File: config.mk
export PLATFORM = sky130hd
export DESIGN_NAME = gap_framed_crc16_receiver_top
export DESIGN_NICKNAME = d
export VERILOG_FILES = /design/src/rtl/core/gfcr_pkg.sv /design/src/rtl/core/gap_framed_crc16_receiver_top.sv /design/src/rtl/core/gfcr_in_stage.sv /design/src/rtl/core/gfcr_frame_core.sv /design/src/rtl/core/gfcr_out_stage.sv
export SDC_FILE = /design/constraint.sdc
export NUM_CORES = 1
export LEC_CHECK = 0
export BUFFER_PORTS_ARGS = -buffer_cell sky130_fd_sc_hd__buf_4
export CAP_MARGIN = 20
export CORE_ASPECT_RATIO = 1.2
export CORE_UTILIZATION = 55
export CTS_CLUSTER_DIAMETER = 150
export DETAILED_ROUTE_END_ITERATION = 8
export MAX_ROUTING_LAYER = met4
export PLACE_DENSITY = 0.78
export SLEW_MARGIN = 20
export SYNTH_ARGS = -nofsm -noshare
export SYNTH_HDL_FRONTEND = slang
export SYNTH_SLANG_ARGS = --single-unit
File: constraint.sdc
create_clock -name clk -period 10.75 [get_ports clk]
set_input_delay 1.075 -clock clk [delete_from_list [all_inputs] [get_ports clk]]
set_output_delay 1.075 -clock clk [all_outputs]
set_load 0.01 [all_outputs]
File: src/rtl/core/gfcr_pkg.sv
package gfcr_pkg;

  // Beat codes carried in the input tuser bit.
  localparam logic OP_BYTE = 1'b0;
  localparam logic OP_TICK = 1'b1;

  localparam logic [15:0] CRC_INIT        = 16'hFFFF;
  localparam logic [15:0] CRC_POLY        = 16'hA001;
  localparam logic [15:0] GAP_RESET       = 16'd20;
  localparam logic [15:0] IDLE_MAX        = 16'hFFFF;
  localparam int          MIN_FRAME_BYTES = 4;
  localparam int          MAX_FRAME_BYTES_DEFAULT = 64;
  localparam int          OUT_TDATA_W     = 40;

  // One accepted input beat.
  typedef struct packed {
    logic       opcode;
    logic [7:0] byte_value;
  } gfcr_item_t;

  // One closed-frame report.
  typedef struct packed {
    logic        crc_ok;
    logic [6:0]  frame_length;
    logic [15:0] crc_received;
    logic [15:0] crc_computed;
  } gfcr_result_t;

  // Reflected CRC-16 update by one byte, eight shift steps.
  function automatic logic [15:0] crc16_feed(input logic [15:0] crc, input logic [7:0] b);
    logic [15:0] c;
    c = crc ^ {8'd0, b};
    for (int k = 0; k < 8; k++) begin
      if (c[0]) begin
        c = (c >> 1) ^ CRC_POLY;
      end else begin
        c = c >> 1;
      end
    end
    return c;
  endfunction

endpackage

File: src/rtl/core/gap_framed_crc16_receiver_top.sv
// Frame receiver that splits a byte stream into frames by idle gaps and
// checks each frame's trailing Modbus-style CRC-16 (reflected, 0xA001).
// Input stream: each beat is either a received byte (tuser = 0, byte in
// tdata) or a one millisecond tick (tuser = 1, tdata ignored).
// Output stream: one beat per closed frame with length, received CRC,
// computed CRC in tdata and the CRC match flag in tuser.
// A frame closes on the tick at which the idle count reaches cfg gap_ticks
// while at least four bytes are held; shorter fragments join the next frame.
// Bytes beyond MAX_FRAME_BYTES are dropped but still restart the idle count.
// Throughput is one beat per cycle while the output buffer has room: the CRC
// byte update is combinational XOR logic between the input register and the output buffer.
// A closing tick waits in the input register; its report is registered into the
// output buffer, whose head entry drives the output.
// Reset clears the frame state, restores gap_ticks to 20 and empties both
// stages. When the output is stalled, two reports are held; after that the
// input tready drops until a report is taken.
module gap_framed_crc16_receiver_top
  import gfcr_pkg::*;
#(
  parameter int MAX_FRAME_BYTES = MAX_FRAME_BYTES_DEFAULT
) (
  input  logic                   clk,
  input  logic                   rst,
  input  logic                   cfg_we,
  input  logic [15:0]            cfg_wdata,      // gap_ticks
  input  logic                   s_axis_tvalid,
  output logic                   s_axis_tready,
  input  logic [7:0]             s_axis_tdata,   // [7:0] byte_value
  input  logic                   s_axis_tuser,   // [0] opcode
  output logic                   m_axis_tvalid,
  input  logic                   m_axis_tready,
  output logic [OUT_TDATA_W-1:0] m_axis_tdata,   // [6:0] frame_length, [22:7] crc_received,
                                                 // [38:23] crc_computed, [39] zero
  output logic                   m_axis_tuser    // [0] crc_ok
);

  logic         item_valid;
  gfcr_item_t   item;
  logic         room;
  logic         fire;
  logic         push;
  gfcr_result_t result;

  // A registered beat is processed whenever the output buffer has room.
  assign fire = item_valid && room;

  gfcr_in_stage u_in (
    .clk           (clk),
    .rst           (rst),
    .s_axis_tvalid (s_axis_tvalid),
    .s_axis_tready (s_axis_tready),
    .s_axis_tdata  (s_axis_tdata),
    .s_axis_tuser  (s_axis_tuser),
    .take          (fire),
    .item_valid    (item_valid),
    .item          (item)
  );

  gfcr_frame_core #(
    .MAX_FRAME_BYTES (MAX_FRAME_BYTES)
  ) u_core (
    .clk       (clk),
    .rst       (rst),
    .cfg_we    (cfg_we),
    .cfg_wdata (cfg_wdata),
    .fire      (fire),
    .item      (item),
    .push      (push),
    .result    (result)
  );

  gfcr_out_stage u_out (
    .clk           (clk),
    .rst           (rst),
    .push          (push),
    .result        (result),
    .room          (room),
    .m_axis_tvalid (m_axis_tvalid),
    .m_axis_tready (m_axis_tready),
    .m_axis_tdata  (m_axis_tdata),
    .m_axis_tuser  (m_axis_tuser)
  );

endmodule

File: src/rtl/core/gfcr_in_stage.sv
module gfcr_in_stage
  import gfcr_pkg::*;
(
  input  logic       clk,
  input  logic       rst,
  input  logic       s_axis_tvalid,
  output logic       s_axis_tready,
  input  logic [7:0] s_axis_tdata,   // [7:0] byte_value
  input  logic       s_axis_tuser,   // [0] opcode
  input  logic       take,
  output logic       item_valid,
  output gfcr_item_t item
);

  // The register can load when empty or when its beat is taken this cycle.
  assign s_axis_tready = !item_valid || take;

  // Valid flag of the input register.
  always_ff @(posedge clk) begin
    if (rst) begin
      item_valid <= 1'b0;
    end else if (s_axis_tready) begin
      item_valid <= s_axis_tvalid;
    end
  end

  // Payload of the input register.
  always_ff @(posedge clk) begin
    if (s_axis_tvalid && s_axis_tready) begin
      item.opcode     <= s_axis_tuser;
      item.byte_value <= s_axis_tdata;
    end
  end

endmodule

File: src/rtl/core/gfcr_frame_core.sv
module gfcr_frame_core
  import gfcr_pkg::*;
#(
  parameter int MAX_FRAME_BYTES = MAX_FRAME_BYTES_DEFAULT
) (
  input  logic         clk,
  input  logic         rst,
  input  logic         cfg_we,
  input  logic [15:0]  cfg_wdata,
  input  logic         fire,
  input  gfcr_item_t   item,
  output logic         push,
  output gfcr_result_t result
);

  localparam int CntW = $clog2(MAX_FRAME_BYTES + 1);
  localparam logic [CntW-1:0] CntMax = CntW'(MAX_FRAME_BYTES);
  localparam logic [CntW-1:0] CntMin = CntW'(MIN_FRAME_BYTES);

  logic [15:0]     gap_ticks;
  logic [CntW-1:0] count, count_next;
  logic [15:0]     crc_last, crc_last_next;
  logic [15:0]     crc_lag1, crc_lag1_next;
  logic [15:0]     crc_lag2, crc_lag2_next;
  logic [7:0]      newest, newest_next;
  logic [7:0]      previous, previous_next;
  logic [15:0]     idle, idle_next;
  logic [15:0]     idle_inc;
  logic [15:0]     rx_crc;
  logic [CntW+6:0] count_wide;
  logic            close;

  // Gap register, written from the configuration port.
  always_ff @(posedge clk) begin
    if (rst) begin
      gap_ticks <= GAP_RESET;
    end else if (cfg_we) begin
      gap_ticks <= cfg_wdata;
    end
  end

  assign idle_inc   = (idle == IDLE_MAX) ? idle : idle + 16'd1;
  assign rx_crc     = {newest, previous};
  assign count_wide = {7'd0, count};
  assign close      = fire && (item.opcode == OP_TICK) &&
                      (count >= CntMin) && (idle_inc >= gap_ticks);

  // Next-state logic for one beat.
  always_comb begin
    count_next    = count;
    crc_last_next = crc_last;
    crc_lag1_next = crc_lag1;
    crc_lag2_next = crc_lag2;
    newest_next   = newest;
    previous_next = previous;
    idle_next     = idle;
    if (fire) begin
      if (item.opcode == OP_BYTE) begin
        idle_next = 16'd0;
        // A full frame drops the byte but still restarts the idle timer.
        if (count < CntMax) begin
          crc_lag2_next = crc_lag1;
          crc_lag1_next = crc_last;
          crc_last_next = crc16_feed(crc_last, item.byte_value);
          previous_next = newest;
          newest_next   = item.byte_value;
          count_next    = count + CntW'(1);
        end
      end else begin
        idle_next = idle_inc;
        if (close) begin
          count_next    = '0;
          crc_last_next = CRC_INIT;
          crc_lag1_next = CRC_INIT;
          crc_lag2_next = CRC_INIT;
        end
      end
    end
  end

  // Frame state registers.
  always_ff @(posedge clk) begin
    if (rst) begin
      count    <= '0;
      crc_last <= CRC_INIT;
      crc_lag1 <= CRC_INIT;
      crc_lag2 <= CRC_INIT;
      newest   <= 8'd0;
      previous <= 8'd0;
      idle     <= 16'd0;
    end else begin
      count    <= count_next;
      crc_last <= crc_last_next;
      crc_lag1 <= crc_lag1_next;
      crc_lag2 <= crc_lag2_next;
      newest   <= newest_next;
      previous <= previous_next;
      idle     <= idle_next;
    end
  end

  // Report of the frame that closes on this beat.
  assign push                = close;
  assign result.crc_ok       = (rx_crc == crc_lag2);
  assign result.frame_length = count_wide[6:0];
  assign result.crc_received = rx_crc;
  assign result.crc_computed = crc_lag2;

endmodule

File: src/rtl/core/gfcr_out_stage.sv
module gfcr_out_stage
  import gfcr_pkg::*;
(
  input  logic                   clk,
  input  logic                   rst,
  input  logic                   push,
  input  gfcr_result_t           result,
  output logic                   room,
  output logic                   m_axis_tvalid,
  input  logic                   m_axis_tready,
  output logic [OUT_TDATA_W-1:0] m_axis_tdata,  // [6:0] frame_length, [22:7] crc_received,
                                                // [38:23] crc_computed, [39] zero
  output logic                   m_axis_tuser   // [0] crc_ok
);

  logic [1:0]   fill;
  gfcr_result_t main_q;
  gfcr_result_t skid_q;
  logic         pop;

  assign pop           = m_axis_tvalid && m_axis_tready;
  assign room          = (fill != 2'd2);
  assign m_axis_tvalid = (fill != 2'd0);
  assign m_axis_tuser  = main_q.crc_ok;
  assign m_axis_tdata  = {1'b0, main_q.crc_computed, main_q.crc_received,
                          main_q.frame_length};

  // Occupancy of the two-entry output buffer.
  always_ff @(posedge clk) begin
    if (rst) begin
      fill <= 2'd0;
    end else if (push && !pop) begin
      fill <= fill + 2'd1;
    end else if (pop && !push) begin
      fill <= fill - 2'd1;
    end
  end

  // Main and skid entries; the head is always in the main entry.
  always_ff @(posedge clk) begin
    if (push && (fill == 2'd0 || (pop && fill == 2'd1))) begin
      main_q <= result;
    end else if (pop && fill == 2'd2) begin
      main_q <= skid_q;
    end
    if (push && fill == 2'd1 && !pop) begin
      skid_q <= result;
    end
  end

endmodule

== Word-level counts from Yosys, hierarchy flattened ==
Cells that the tools add are included.

* Input bits: 30
* Register bits after elaboration: 195
* Output and inout bits: 43
* Word-level logic and storage cells: 113

* $lt $le $gt $ge: 3
* Multiplexer cells: 45
* Equal/unequal tests: 6
* Bitwise logic cells: 10
* Reductions and logical operators: 25
* $add $sub $neg: 4

{| class="wikitable"
|+ Operators with widths
! kind !! count
|-
| two-way mux 16 bit || 38
|-
| two-way mux 40 bit || 2
|-
| NOT 2 -> 3 bit || 8
|-
| two-way mux 7 bit || 3
|-
| adder 16 x 1 -> 16 bit (second input constant) || 1
|-
| == test 16 bit || 1
|-
| == test 16 bit (second input constant) || 1
|-
| >= comparator 16 bit || 1
|-
| bitwise XOR 16 x 8 -> 16 bit || 1
|-
| logical AND 1 bit || 13
|-
| nonzero test 2 bit || 4
|-
| adder 7 x 1 -> 7 bit (second input constant) || 1
|-
| >= comparator 7 x 3 -> 1 bit (second input constant) || 1
|-
| < comparator 7 bit (second input constant) || 1
|-
| AND reduction 3 bit || 2
|-
| two-way mux 2 bit || 2
|-
| zero test 1 bit || 3
|-
| adder 2 x 1 -> 2 bit (second input constant) || 1
|-
| == test 2 x 1 -> 1 bit (second input constant) || 1
|-
| == test 2 bit (second input constant) || 1
|-
| zero test 2 bit || 1
|-
| logical OR 1 bit || 2
|-
| inequality test 2 x 1 -> 1 bit (second input constant) || 1
|-
| inequality test 2 bit (second input constant) || 1
|-
| 2 further kinds || 2
|}

== Logic depth before layout (Yosys ltp) ==
* Depth after elaboration: 40
* Gate-level depth with buffers: 18
* Gate-level depth less buffers: 17

== Cells and area by module ==
A second synthesis with hierarchy kept.

* Cells, all modules: 834
* Area, all modules: 8640.8 sq um

{| class="wikitable"
|+ By module, submodules not included
! module !! cells an instance !! seq. area each (sq um) !! area an instance (sq um) !! times used
|-
| gfcr_frame_core || 576 || 1861.8 || 4631.9 || 1
|-
| gfcr_out_stage || 243 || 2442.3 || 3677.3 || 1
|-
| gfcr_in_stage || 14 || 290.3 || 325.3 || 1
|-
| gap_framed_crc16_receiver_top || 1 || 0.0 || 6.3 || 1
|}

== Worst setup path after synthesis ==
OpenSTA, ideal clock, no wires.

* Kind: reg2reg
* Start: register u_core.idle[0]
* End: register u_out.skid_q[0] in the netlist's numbering (enable)
* Period minus slack after synthesis: 4.414 ns
* Arrival time: 4.013 ns
* Required time: 10.349 ns
* Cell stages (with the launch flop): 15
* Setup slack: 6.336 ns
* Library setup time: 0.401 ns
* Cells stage by stage: dfxtp_1 > ha_1 > nand3_1 > nor4_2 > a211o_1 > nor2_1 > xor2_1 > ha_1 > and4_1 > o211ai_1 > o32ai_1 > o21ai_4 > inv_2 > buf_2 > and3_1

* Word-level cells in the longest chain between the ends: 6
* Elaborated cells between the ends (all ways): 7
* Those cells by class: add/sub: 1; order compare: 1; eq/ne: 1; mux: 1; reduce/logical: 3

{| class="wikitable"
|+ RTL lines
! what !! line !! text
|-
| from (decl) || gfcr_frame_core.sv:27 || <nowiki>logic [15:0] idle, idle_next;</nowiki>
|-
| from (signal assigned) || gfcr_frame_core.sv:98 || <nowiki>idle <= idle_next;</nowiki>
|-
| adder 16 x 1 -> 16 bit / == test 16 bit (equally long branches) || gfcr_frame_core.sv:42 || <nowiki>assign idle_inc = (idle == IDLE_MAX) ? idle : idle + 16'd1;</nowiki>
|-
| two-way mux 16 bit * || gfcr_frame_core.sv:42 ||
|-
| >= comparator 16 bit * || gfcr_frame_core.sv:46 || <nowiki>(count >= CntMin) && (idle_inc >= gap_ticks);</nowiki>
|-
| logical AND 1 bit * || gfcr_frame_core.sv:46 ||
|-
| logical AND 1 bit * (2 in a row) || gfcr_out_stage.sv:46 || <nowiki>if (push && fill == 2'd1 && !pop) begin</nowiki>
|-
| to (signal assigned) || gfcr_out_stage.sv:47 || <nowiki>skid_q <= result;</nowiki>
|-
| to (decl) || gfcr_out_stage.sv:18 || <nowiki>gfcr_result_t skid_q;</nowiki>
|}

Mark *: on every way between the ends. The rest lies on a longest branch, timed or not.
A chain may end at the register's enable or synchronous reset.

== Worst setup path in the final report ==
* Start: register u_core.idle[0]
* End: register u_out.skid_q[11] in the netlist's numbering (enable)

Same word-level chain as after synthesis.

==> reports/metrics.cfg <==
[synthesis]
async_reset_ff_frac = 0
syn-cell-area_um2 = 8030
ys_seq_elements = 185
yosys_warnings = 0
yosysTopAreaCell = edfxtp_1
synthFlopType = dfxtp_1
syn_avg_cell_area_um2 = 11.1
yosys.area.top_type_share = 0.333
yosysMostFrequentCell = dfxtp_1
synthTopCellsByArea = edfxtp_1 (33%), dfxtp_1 (24%), mux2_2 (6.0%), nor3_1 (4.9%), xnor2_1 (3.5%)
synth_enable_flop_cells = 89
ys_seq_area_frac = 0.572
yosysUniqueCellTypes = 56
netlist_instances = 720
syn_nets = 772
synthTopCellsByCount = dfxtp_1 (96), edfxtp_1 (89), nor3_1 (78)

[detailed_routing]
wl_um = 16800
drc_errors = 8
via_count = 5658
drtIter0Drc = 570
vias_per_cell = 5.90
ant_nets = 0
wire_per_inst_um = 17.5
detailedRoute.firstPassIterationCount = 7

[worst_setup_path]
crit_path_start_kind = register
required_ns = 10.83
arrival_ns = 5.55
end_kind = register
worstPathMaxFanout = 45
path_class = reg -> reg

[finish]
fin_cells = 959
multi_input_area_um2 = 3160
nNetsFinal = 823
final_layout_size_suffix_gt1_frac = 0.209
area_delta_synth_final_pct = 14.9
seq_area_um2 = 4590
fillCellCount = 1112
n_antenna_cell = 0

[cts]
h-tree-depth = 4
cts_inserted_buffers = 17
path_clk_slew_ns = 0.07
cts_resized = 0
insertion_delay_ns = 0.44
cts_tree = done
clock_path_buffers = 2
clock-sinks = 185
cts_hold_buf = 0
cts-root-buf = clkbuf_16
post_cts_buffers = 0

[pwr]
p_leak_nw = 3.21
p_per_area_nw_per_um2 = 158
ir_worst_vdd_uv = 82.4

[floorplanning]
num_rows = 48
fp.dieH_um = 134
die_x_um = 112
ios = 73
start_util = 0.562
core-area_um2 = 14300
dieArea_um2 = 15100

[timing]
slew_violations = 0
fin_skew_ns = 0.00742
period_share = 0.509
max_slew_margin = 0.220
tns_ns = 0
fin_crit_ns = 5.47
finalSetupViolations = 0
max_freq_mhz = 183
tightest_slew_ns = 1.16
finalHoldViolCount = 0
rsz0062_at_grt = no

[grt]
grt.overflow.total = 0
grt_pass1_wl_um = 27500
grt.total_usage = 0.241
first_global_vias = 5461
antenna_found_initial = 0
grt_start_max_net_pins = 60

[outcome]
status = complete, but fails checks
violations = design-rule violations

[placement]
dpl.hpwl_um = 10800
gp_congestion = 0.922
numPortBuffers = 71
dp_cells = 926

[min_path]
hold_path.class = reg -> reg

[flow_run]
max_cap_violations = 0

==> layout by cell type, fill, tap and decap left out, drive strengths merged, types with 3 or more instances in the layout <==
| cell type | count |
|---|---|
| nand3 | 16 |
| and3 | 3 |
| clkbuf | 18 |
| o21a | 4 |
| nor4 | 3 |
| nand2 | 54 |
| mux2i | 17 |
| dfxtp | 96 |
| a21oi | 37 |
| inv | 31 |
| ha | 22 |
| a31oi | 4 |
| clkinvlp | 3 |
| or3 | 5 |
| xor2 | 14 |
| edfxtp | 89 |
| buf | 76 |
| o21ai | 43 |
| a22oi | 11 |
| o211ai | 4 |
| nor3 | 78 |
| mux2 | 43 |
| nand2b | 3 |
| nor2 | 41 |
| nand4 | 8 |
| xnor2 | 33 |
==> report_power, final <==
| part | internal, mW | switching (mW) |
|---|---|---|
| logic | 0.0378 | 0.0500 |
| registers | 0.743 | 0.00998 |
| clock network | 0.330 | 0.290 |
| total | 1.11 | 0.350 |
==> path summary, 6_finish.rpt <==
path	start	end	slack (ns)	cells after the start
setup / recovery	u_core.idle[0]	u_out.skid_q[11]	5.28	14
hold / removal	u_core.gap_ticks[15]	u_core.gap_ticks[15]	0.49	2
setup reg to reg	u_core.idle[0]	u_out.skid_q[11]	5.28	14
hold reg to reg	u_core.gap_ticks[15]	u_core.gap_ticks[15]	0.49	2
==> registers in the layout, indices dropped and copies added (netlist names) <==
register and cells:
u_out.m_axis_tuser 1, u_core.gap_ticks 16, u_core.newest 8, u_in.item 9, u_out.fill 2, u_out.m_axis_tdata 39
u_core.crc_last 11, u_out.skid_q 40, u_in.item_valid 1, u_core.previous 8, u_core.count 7, u_core.crc_lag1 11
u_core.crc_lag2 16, u_core.idle 16
==> layer usage <==
metal / global-route usage / wire length [um] / vias up
li1: - / - / 2692
met1: 0.297 / 7140 / 2702
met2: 0.389 / 8360 / 222
met3: 0.0393 / 817 / 42
met4: 0.112 / 444 / 0
met5: - / 0 / -
==> layout make-up <==
class,count,area share
Multi-Input combinational cell,469,0.343
Sequential cell,185,0.498
Timing Repair Buffer,76,0.0632
Clock buffer,18,0.0465
Clock inverter,14,0.0165
Tap cell,175,0.0237
Inverter,22,0.00895
==> kinds of logic (layout without fill, tap and decap cells) <==
group	count (synthesis)	count (layout)	synth area share
and+or+nand+nor	218	218	0.128
DFF	185	185	0.572
AOI/OAI and AO/OA	119	119	0.0898
buffers and inverters	66	130	0.0348
muxes	60	60	0.0815
xor gates and xnor gates	49	49	0.0589
adders and majority gates	22	22	0.0343
other	1	1	0.000467
==> worst max-delay path, cell delays in order, from the launching register on <==
cell      delay (ns)
dfxtp_1         0.45
ha_1            0.21
nand3_1         0.24
nor4_2          1.07
a211o_1         0.39
nor2_1          0.10
xor2_1          0.16
ha_1            0.30
and4_1          0.23
o211ai_1        0.10
o32ai_1         0.38
o21ai_4         0.18
inv_2           0.61
and3_1          0.25
buf_4           0.42
==> metrics by stage <==
step                hold WS [ns]  setup WS (ns)  utilization  instance area, um2  power [mW]
detailed placement         0.482           4.85        0.603                8620       0.855
global route               0.512           4.98        0.645                9220        1.51
global placement           0.476           5.14        0.603                8620       0.852
finish                     0.494           5.28        0.645                9220        1.46
CTS                        0.500           4.83        0.644                9200        1.47
floorplan                  0.460           6.34            -                8030       0.828
(Power assumes the default switching activity.)
